`src/rtl/eia3_pkg.sv`:
```
// Shared types, constants and the keystream window function for the 128-EIA3 tag block.
package eia3_pkg;

  localparam int WORD_BITS   = 32;
  localparam int COUNT_W     = 6;
  localparam int CMD_W       = 2;
  localparam int QUEUE_DEPTH = 2;

  localparam logic [COUNT_W-1:0] FULL_COUNT = COUNT_W'(WORD_BITS);

  typedef enum logic [CMD_W-1:0] {
    CMD_START  = 2'd0,
    CMD_DATA   = 2'd1,
    CMD_FINISH = 2'd2
  } cmd_t;

  // One classified request on its way from the front end to the hash engine.
  typedef struct packed {
    cmd_t                 kind;
    logic [WORD_BITS-1:0] data;
    logic [COUNT_W-1:0]   count;
    logic [WORD_BITS-1:0] keystream;
  } entry_t;

  // Keystream window starting at bit offset off of prev:cur; an offset of 32 yields cur.
  function automatic logic [WORD_BITS-1:0] window_at(
    input logic [WORD_BITS-1:0] prev,
    input logic [WORD_BITS-1:0] cur,
    input logic [COUNT_W-1:0]   off
  );
    logic [2*WORD_BITS-1:0] joined;
    joined = {prev, cur} << off;
    return joined[2*WORD_BITS-1:WORD_BITS];
  endfunction

endpackage

```
`src/rtl/eia3_front.sv`:
```
// Front end: accepts requests, drops unused codes, saturates the count and masks unused bits.
module eia3_front
  import eia3_pkg::*;
(
  input  logic                 clk,
  input  logic                 rst_n,
  input  logic                 in_valid,
  output logic                 in_stall,
  input  logic [CMD_W-1:0]     in_cmd,
  input  logic [WORD_BITS-1:0] in_data_word,
  input  logic [COUNT_W-1:0]   in_bit_count,
  input  logic [WORD_BITS-1:0] in_keystream_word,
  output logic                 fe_valid,
  output entry_t               fe_entry,
  input  logic                 q_full
);

  logic               fe_valid_r, fe_valid_nxt;
  entry_t             fe_entry_r, fe_entry_nxt;
  logic               accept;
  logic               known_cmd;
  logic [COUNT_W-1:0] count_sat;
  logic [WORD_BITS-1:0] keep_mask;

  assign in_stall = fe_valid_r && q_full;
  assign accept   = in_valid && !in_stall;

  always_comb begin
    case (in_cmd)
      CMD_START, CMD_DATA, CMD_FINISH: known_cmd = 1'b1;
      default:                         known_cmd = 1'b0;
    endcase
  end

  assign count_sat = (in_bit_count > FULL_COUNT) ? FULL_COUNT : in_bit_count;

  // Bits past the count never contribute, so they are cleared here once.
  assign keep_mask = (count_sat == FULL_COUNT) ? {WORD_BITS{1'b1}}
                                               : ~({WORD_BITS{1'b1}} >> count_sat);

  always_comb begin
    fe_valid_nxt = fe_valid_r;
    fe_entry_nxt = fe_entry_r;
    if (fe_valid_r && !q_full) begin
      fe_valid_nxt = 1'b0;
    end
    if (accept) begin
      fe_valid_nxt       = known_cmd;
      fe_entry_nxt.kind      = cmd_t'(in_cmd);
      fe_entry_nxt.data      = in_data_word & keep_mask;
      fe_entry_nxt.count     = count_sat;
      fe_entry_nxt.keystream = in_keystream_word;
    end
  end

  always_ff @(posedge clk) begin
    if (!rst_n) begin
      fe_valid_r <= 1'b0;
    end else begin
      fe_valid_r <= fe_valid_nxt;
    end
  end

  always_ff @(posedge clk) begin
    fe_entry_r <= fe_entry_nxt;
  end

  assign fe_valid = fe_valid_r;
  assign fe_entry = fe_entry_r;

endmodule

```
`src/rtl/eia3_queue.sv`:
```
// Short request queue that decouples the front end from the hash engine.
module eia3_queue
  import eia3_pkg::*;
#(
  parameter int DEPTH = QUEUE_DEPTH
) (
  input  logic   clk,
  input  logic   rst_n,
  input  logic   push_valid,
  input  entry_t push_entry,
  output logic   full,
  output logic   pop_valid,
  output entry_t pop_entry,
  input  logic   pop
);

  localparam int PTR_W = (DEPTH > 1) ? $clog2(DEPTH) : 1;
  localparam int CNT_W = $clog2(DEPTH + 1);
  localparam logic [PTR_W-1:0] LAST_PTR = PTR_W'(DEPTH - 1);
  localparam logic [CNT_W-1:0] FULL_CNT = CNT_W'(DEPTH);

  entry_t            slots_r [DEPTH];
  logic [PTR_W-1:0]  wr_ptr_r, wr_ptr_nxt;
  logic [PTR_W-1:0]  rd_ptr_r, rd_ptr_nxt;
  logic [CNT_W-1:0]  cnt_r, cnt_nxt;
  logic              do_push, do_pop;

  assign full      = (cnt_r == FULL_CNT);
  assign pop_valid = (cnt_r != '0);
  assign pop_entry = slots_r[rd_ptr_r];
  assign do_push   = push_valid && !full;
  assign do_pop    = pop && pop_valid;

  always_comb begin
    wr_ptr_nxt = wr_ptr_r;
    rd_ptr_nxt = rd_ptr_r;
    cnt_nxt    = cnt_r;
    if (do_push) begin
      wr_ptr_nxt = (wr_ptr_r == LAST_PTR) ? '0 : wr_ptr_r + 1'b1;
    end
    if (do_pop) begin
      rd_ptr_nxt = (rd_ptr_r == LAST_PTR) ? '0 : rd_ptr_r + 1'b1;
    end
    if (do_push && !do_pop) begin
      cnt_nxt = cnt_r + 1'b1;
    end else if (do_pop && !do_push) begin
      cnt_nxt = cnt_r - 1'b1;
    end
  end

  always_ff @(posedge clk) begin
    if (!rst_n) begin
      wr_ptr_r <= '0;
      rd_ptr_r <= '0;
      cnt_r    <= '0;
    end else begin
      wr_ptr_r <= wr_ptr_nxt;
      rd_ptr_r <= rd_ptr_nxt;
      cnt_r    <= cnt_nxt;
    end
  end

  always_ff @(posedge clk) begin
    if (do_push) begin
      slots_r[wr_ptr_r] <= push_entry;
    end
  end

endmodule

```
`src/rtl/eia3_back.sv`:
```
// Hash engine: keystream state, tag accumulation and the registered MAC output.
module eia3_back
  import eia3_pkg::*;
(
  input  logic                 clk,
  input  logic                 rst_n,
  input  logic                 q_valid,
  input  entry_t               q_entry,
  output logic                 q_pop,
  output logic                 out_valid,
  input  logic                 out_stall,
  output logic [WORD_BITS-1:0] out_mac
);

  logic [WORD_BITS-1:0] prev_ks_r, prev_ks_nxt;
  logic [WORD_BITS-1:0] cur_ks_r, cur_ks_nxt;
  logic [WORD_BITS-1:0] tag_r, tag_nxt;
  logic [COUNT_W-1:0]   tail_r, tail_nxt;
  logic                 out_valid_r, out_valid_nxt;
  logic [WORD_BITS-1:0] out_mac_r, out_mac_nxt;
  logic [WORD_BITS-1:0] word_hash;
  logic                 is_finish;

  assign is_finish = (q_entry.kind == CMD_FINISH);
  // A finish waits only while an undelivered MAC still sits in the output register.
  assign q_pop = q_valid && (!is_finish || !out_valid_r || !out_stall);

  // Each set message bit selects the window at its own offset; unused bits arrive cleared.
  always_comb begin
    word_hash = '0;
    for (int j = 0; j < WORD_BITS; j++) begin
      if (q_entry.data[WORD_BITS-1-j]) begin
        word_hash = word_hash ^ window_at(cur_ks_r, q_entry.keystream, COUNT_W'(j));
      end
    end
  end

  always_comb begin
    prev_ks_nxt   = prev_ks_r;
    cur_ks_nxt    = cur_ks_r;
    tag_nxt       = tag_r;
    tail_nxt      = tail_r;
    out_mac_nxt   = out_mac_r;
    out_valid_nxt = out_valid_r && out_stall;
    if (q_pop) begin
      case (q_entry.kind)
        CMD_START: begin
          prev_ks_nxt = '0;
          cur_ks_nxt  = q_entry.keystream;
          tag_nxt     = '0;
          tail_nxt    = FULL_COUNT;
        end
        CMD_DATA: begin
          prev_ks_nxt = cur_ks_r;
          cur_ks_nxt  = q_entry.keystream;
          tag_nxt     = tag_r ^ word_hash;
          tail_nxt    = q_entry.count;
        end
        CMD_FINISH: begin
          out_valid_nxt = 1'b1;
          out_mac_nxt   = tag_r ^ window_at(prev_ks_r, cur_ks_r, tail_r) ^ q_entry.keystream;
        end
        default: begin
          out_valid_nxt = out_valid_r && out_stall;
        end
      endcase
    end
  end

  always_ff @(posedge clk) begin
    if (!rst_n) begin
      prev_ks_r   <= '0;
      cur_ks_r    <= '0;
      tag_r       <= '0;
      tail_r      <= FULL_COUNT;
      out_valid_r <= 1'b0;
    end else begin
      prev_ks_r   <= prev_ks_nxt;
      cur_ks_r    <= cur_ks_nxt;
      tag_r       <= tag_nxt;
      tail_r      <= tail_nxt;
      out_valid_r <= out_valid_nxt;
    end
  end

  always_ff @(posedge clk) begin
    out_mac_r <= out_mac_nxt;
  end

  assign out_valid = out_valid_r;
  assign out_mac   = out_mac_r;

endmodule

```
`src/rtl/eia3_universal_hash_mac_core.sv`:
```
// Top level of the 128-EIA3 integrity tag block.
//
// Input channel (in_valid/in_stall): each request carries in_cmd, in_data_word,
// in_bit_count and in_keystream_word. A start request loads the first keystream
// word and clears the tag, a data request adds 32 message bits (first bit in bit
// 31, fewer only on the last word) with the next keystream word, and a finish
// request brings one more keystream word and produces the MAC. Code three is dropped.
// Output channel (out_valid/out_stall): one out_mac per finish request, in order.
// A request passes a front-end register and a QUEUE_DEPTH-entry queue; the hash
// engine takes one request per cycle, so one is accepted every cycle, unless a
// finish waits on a held MAC. A finish passes the front-end register and a queue
// slot before its MAC is registered. A word's 32 keystream windows sum combinationally.
// When the receiver stalls, the MAC holds in the output register; later data
// requests keep flowing, and a second finish waits in the queue, so in_stall
// rises only once the queue and the front-end register are full.
// Synchronous reset clears the queue, the output valid flag and the keystream and tag state.
module eia3_universal_hash_mac_core
  import eia3_pkg::*;
#(
  parameter int QUEUE_DEPTH_P = QUEUE_DEPTH
) (
  input  logic                 clk,
  input  logic                 rst_n,
  input  logic                 in_valid,
  output logic                 in_stall,
  input  logic [CMD_W-1:0]     in_cmd,
  input  logic [WORD_BITS-1:0] in_data_word,
  input  logic [COUNT_W-1:0]   in_bit_count,
  input  logic [WORD_BITS-1:0] in_keystream_word,
  output logic                 out_valid,
  input  logic                 out_stall,
  output logic [WORD_BITS-1:0] out_mac
);

  logic   fe_valid;
  entry_t fe_entry;
  logic   q_full;
  logic   q_valid;
  entry_t q_entry;
  logic   q_pop;

  eia3_front u_front (
    .clk               (clk),
    .rst_n             (rst_n),
    .in_valid          (in_valid),
    .in_stall          (in_stall),
    .in_cmd            (in_cmd),
    .in_data_word      (in_data_word),
    .in_bit_count      (in_bit_count),
    .in_keystream_word (in_keystream_word),
    .fe_valid          (fe_valid),
    .fe_entry          (fe_entry),
    .q_full            (q_full)
  );

  eia3_queue #(
    .DEPTH (QUEUE_DEPTH_P)
  ) u_queue (
    .clk        (clk),
    .rst_n      (rst_n),
    .push_valid (fe_valid),
    .push_entry (fe_entry),
    .full       (q_full),
    .pop_valid  (q_valid),
    .pop_entry  (q_entry),
    .pop        (q_pop)
  );

  eia3_back u_back (
    .clk       (clk),
    .rst_n     (rst_n),
    .q_valid   (q_valid),
    .q_entry   (q_entry),
    .q_pop     (q_pop),
    .out_valid (out_valid),
    .out_stall (out_stall),
    .out_mac   (out_mac)
  );

endmodule

```
`config.mk`:
```
export PLATFORM = sky130hd
export DESIGN_NAME = eia3_universal_hash_mac_core
export DESIGN_NICKNAME = d
export VERILOG_FILES = /design/src/rtl/eia3_pkg.sv /design/src/rtl/eia3_front.sv /design/src/rtl/eia3_queue.sv /design/src/rtl/eia3_back.sv /design/src/rtl/eia3_universal_hash_mac_core.sv
export SDC_FILE = /design/constraint.sdc
export NUM_CORES = 2
export LEC_CHECK = 0
export BUFFER_PORTS_ARGS = -buffer_cell sky130_fd_sc_hd__buf_4
export CAP_MARGIN = 0
export CORE_MARGIN = 2
export CORE_UTILIZATION = 40
export DETAILED_ROUTE_END_ITERATION = 8
export PLACE_DENSITY = 0.58
export SYNTH_ARGS = -nofsm -noshare
export SYNTH_HDL_FRONTEND = slang
export SYNTH_HIERARCHICAL = 1
export SYNTH_SLANG_ARGS = --single-unit
```
`constraint.sdc`:
```
create_clock -name clk -period 13.2 [get_ports clk]
set_clock_uncertainty 0.2 [all_clocks]
set_input_delay 1.32 -clock clk [delete_from_list [all_inputs] [get_ports clk]]
set_output_delay 1.32 -clock clk [all_outputs]
set_load 0.02 [all_outputs]
```
Yosys cells after proc, flatten, opt, wreduce, memory -nomap -nowiden
Memory sizes are Yosys's and may differ from the RTL's. A register that Yosys moved wholly into a read port is not among the register bits.
Index checks and enable logic that the tools add are counted.
- bits of input ports: 76
- RAM bits: 144
- register bits: 212
- word-level logic and storage cells: 142
- output and inout bits: 34
- memories kept: 1
- muxes and demuxes: 50
- eq/ne operators: 6
- order comparisons: 1
- bitwise logic cells: 36
- reductions and logical operators: 28
- shift-type cells: 2
- add/subtract/negate cells: 4
- memory list (name ; words ; bits a word ; read ports ; clocked after memory_dff ; write ports ; RTL line ; text):
    u_queue.slots_r ; 2 ; 72 ; 1 ; 1 ; 1 ; eia3_queue.sv:22 ; entry_t slots_r [DEPTH];
- operators by type and width (cell ; number):
    bitwise XOR 32 bit ; 34
    2-to-1 mux 32 bit ; 33
    case mux 32 bit (2 select lines) ; 2
    << shifter 64 x 6 -> 64 bit ; 1
    bitwise AND 32 bit ; 1
    inverter 32 bit ; 1
    right shift 32 x 6 -> 32 bit (first input constant) ; 1
    case mux 6 bit (2 select lines) ; 1
    2-to-1 mux 1 bit ; 11
    logical AND 1 bit ; 8
    nonzero test 2 bit ; 4
    logical NOT 1 bit ; 7
    equality test 2 bit (second input constant) ; 3
    equality test 6 bit (second input constant) ; 1
    greater-than comparator 6 bit (second input constant) ; 1
    2-to-1 mux 6 bit ; 1
    AND reduction 2 bit ; 3
    equality test 2 x 1 -> 1 bit (second input constant) ; 2
    logical NOT 2 bit ; 2
    2-to-1 mux 2 bit ; 2
    OR reduction 3 bit ; 1
    adder 1 bit (second input constant) ; 2
    adder 2 x 1 -> 2 bit (second input constant) ; 1
    logical OR 1 bit ; 2
    2 further kinds ; 2

Logic depth before layout (Yosys ltp)
- word-level depth: 65
- depth in mapped cells: 13

Cells and area by module
The synthesis kept the hierarchy.
- modules (own cells, without submodules) (module ; cells an instance ; times used ; area an instance (um2)):
    eia3_back ; 3324 ; 1 ; 22939.5
    eia3_queue ; 249 ; 1 ; 5455.2
    eia3_front ; 162 ; 1 ; 2685.1

Worst setup path after synthesis
Ideal clock, no wire load.
- kind: input to register
- from: input port in_valid
- to: register u_front.fe_entry_r, in the netlist u_front/fe_entry[0] (enable)
- arrival time: 4476 ps
- buffers on the path: 0
- slack: 8014 ps
- cell stages on the path: 1
- cell sequence: nor2b_1
- word-level cells in the longest chain between the ends: 1
- RTL lines (element ; RTL line ; text):
    from (decl) ; eia3_universal_hash_mac_core.sv:24 ; input logic in_valid,
    logical AND 1 bit ; eia3_front.sv:26 ; assign accept = in_valid && !in_stall;
    to (signal assigned) ; eia3_front.sv:65 ; fe_entry_r <= fe_entry_nxt;
    to (decl) ; eia3_front.sv:19 ; entry_t fe_entry_r, fe_entry_nxt;
No other way between the ends.
A chain may end at the register's enable or synchronous reset.

==> flow_summary.ini <==
[run_status]
status = finished clean

[placement]
place.gp.congestion = 0.9184
hpwl_mm = 63.86
io_buffers = 109

[detailed_routing]
finalWirelength_mm = 111.8
via_per_inst = 5.588
ant_nets = 0
drc = 0
drtPass1Iterations = 6
dr.first_iter.drc_count = 3288
vias = 26220
post_drt_wl_per_cell_um = 23.82

[worst_setup_path]
start_kind = register
crit_type = register to register
cp-end-kind = register
cp_data_required_time_ns = 13.51
arrival_ns = 4.54
worstPathMaxFanout = 52

[global_routing]
grt_usage = 0.2766
grt_max_degree = 86
grt_pass1_vias = 24790
grt_pass1_wl_mm = 165.2
antenna_found_initial = 1
gr-total-overflow = 0

[run]
drv_cap = 0

[clocking]
cts_tree = yes
post-cts-setup-buffers = 0
cts.sink_count = 357
cts-root-buf = clkbuf_16
cts-buffers-inserted = 42
clk_path_buf_depth = 3
worst_skew_pair.late_latency_ns = 0.60
cts_resized = 0
cts_max_level = 2
clk_pin_slew_ns = 0.06
holdBufCountCts = 0

[logic_synthesis]
synthArstFlopShare = 0
synth-edff-count = 248
ys.flop_type = edfxtp_1
synth_largest_area_cell = edfxtp_1
yosysTopAreaCellShare = 0.2396
synthesis.area_mm2 = 0.03108
ys_top_cells_by_area = edfxtp_1 24%, xnor2_1 22%, nand2_1 15%
ys_seq_area_frac = 0.3098
ys_warn_count = 6
synth_area_per_cell_um2 = 8.321
ys_types = 61
synth.ff_latch_count = 357
syn_nets = 3812
syn_inst = 3735

[layout]
n_antenna_cell = 0
syn_to_final_growth_pct = 7.460
nFillCells = 7691
final_layout_size_suffix_gt1_frac = 0.09940
final_cell_mix = 1,250 x nand2_1, 782 x xnor2_1, 277 x xor2_1
finalNetCount = 3695
layout_commonest_cell = nand2_1

[timing]
finalSetupTns_ns = 0
rsz0062_at_grt = false
worst_slew_pin_slew_ns = 1.235
finalSetupViolCount = 0
min_period_over_period = 0.3205
slew_viol_final = 0
max_freq_mhz = 236.4
min_period_ns = 4.230
slew_headroom = 0.1767
final-hold-violation-count = 0

[pwr]
power_density_mw_per_mm2 = 256.0
power.total_uw = 8548
leakage_uw = 0.01041
ir_drop_mv = 0.1437

[floorplanning]
die_h_um = 282.7
rows = 102
die_w_um = 282.7
die_area_mm2 = 0.07994
start_util = 0.4025
core_mm2 = 0.07721
pin_count = 110

[hold_path]
hp-class = register to register
## critical path: stages (launching register included)
cell     delay (ns)
dfxtp_4        0.53
buf_4          0.63
mux2_2         1.11
nand2_1        0.16
xor2_1         0.21
xnor2_1        0.21
xnor2_1        0.12
xnor2_1        0.30
xnor2_1        0.14
or3_1          0.32
a21oi_1        0.14
## cell usage after synthesis, drive strengths merged, types with 19 or more instances
cell type / n
a21boi: 82
a21oi: 75
buf: 231
clkbuf: 100
dfxtp: 109
edfxtp: 248
mux2: 103
mux2i: 80
mux4: 35
nand2: 1250
nand3: 44
nor2: 60
nor2b: 19
o21ai: 79
o22ai: 23
or3: 33
xnor2: 782
xor2: 277
## where the power goes
| part | switching, µW | internal, µW | total [µW] |
|---|---|---|---|
| clock network | 507 | 636 | 1140 |
| logic | 3420 | 2470 | 5890 |
| registers | 140 | 1370 | 1510 |
## cell families (layout without fill, tap and decap cells)
family                   count (synthesis)  count (layout)  share of synthesized area
flip-flops                             357             357                     0.3098
adder cells (fa/ha/maj)                  1               1                  0.0004025
AND/OR/NAND/NOR                       1446            1446                     0.1839
XOR/XNOR                              1059            1059                     0.2984
buffers and inverters                  340             257                    0.05511
multiplexers                           218             218                    0.08845
AO/OA/AOI/OAI                          314             314                    0.06389
## worst paths after layout
kind / start / endpoint / slack (ns) / cells past startpoint
worst max register to register: register / u_back/tag_r[2] / 8.97 / 10
worst max-delay path: register / u_back/tag_r[2] / 8.97 / 10
worst min register to register: u_front/fe_entry[64] / u_queue/slots_r[0][64] / 0.24 / 0
worst min-delay path: u_front/fe_entry[64] / u_queue/slots_r[0][64] / 0.24 / 0
## routing by layer
metal,track usage,wire length [µm]
met1,0.3833,45440
met2,0.4248,48230
met3,0.04602,12740
met4,0.1191,5339
met5,0,20
## area by class of cell
| cell class | instances | area (µm²) | share of cell area |
|---|---|---|---|
| Sequential cell | 357 | 9646 | 0.2888 |
| Clock inverter | 32 | 259.0 | 0.007755 |
| Inverter | 9 | 33.78 | 0.001012 |
| Multi-Input combinational cell | 3038 | 19780 | 0.5921 |
| Tap cell | 1040 | 1301 | 0.03896 |
| Clock buffer | 46 | 1107 | 0.03315 |
| Timing Repair Buffer | 170 | 1276 | 0.03821 |
## flip-flops by register name, summed over array words and instances (netlist names), 2 cells and up, named ones only
name              cells
u_back/cur_ks_r      32
u_back/out_mac       32
u_back/prev_ks_r     32
u_back/tag_r         32
u_back/tail_r         6
u_front/fe_entry     72
u_queue/cnt_r         2
u_queue/slots_r     144
## metrics by stage
| stage | cells | area (µm²) | hold WS [ns] | setup WS, ns | util |
|---|---|---|---|---|---|
| floorplan | 3735 | 31080 | 0.2215 | 8.014 | - |
| global placement | 4614 | 32030 | 0.2226 | 9.081 | 0.4149 |
| detailed placement | 4614 | 32030 | 0.2290 | 9.084 | 0.4149 |
| CTS | 4692 | 33400 | 0.2430 | 9.062 | 0.4326 |
| global route | 4692 | 33400 | 0.2500 | 8.809 | 0.4326 |
| finish | 4692 | 33400 | 0.2413 | 8.970 | 0.4326 |
No activity file was read; power rests on OpenSTA's default activity.
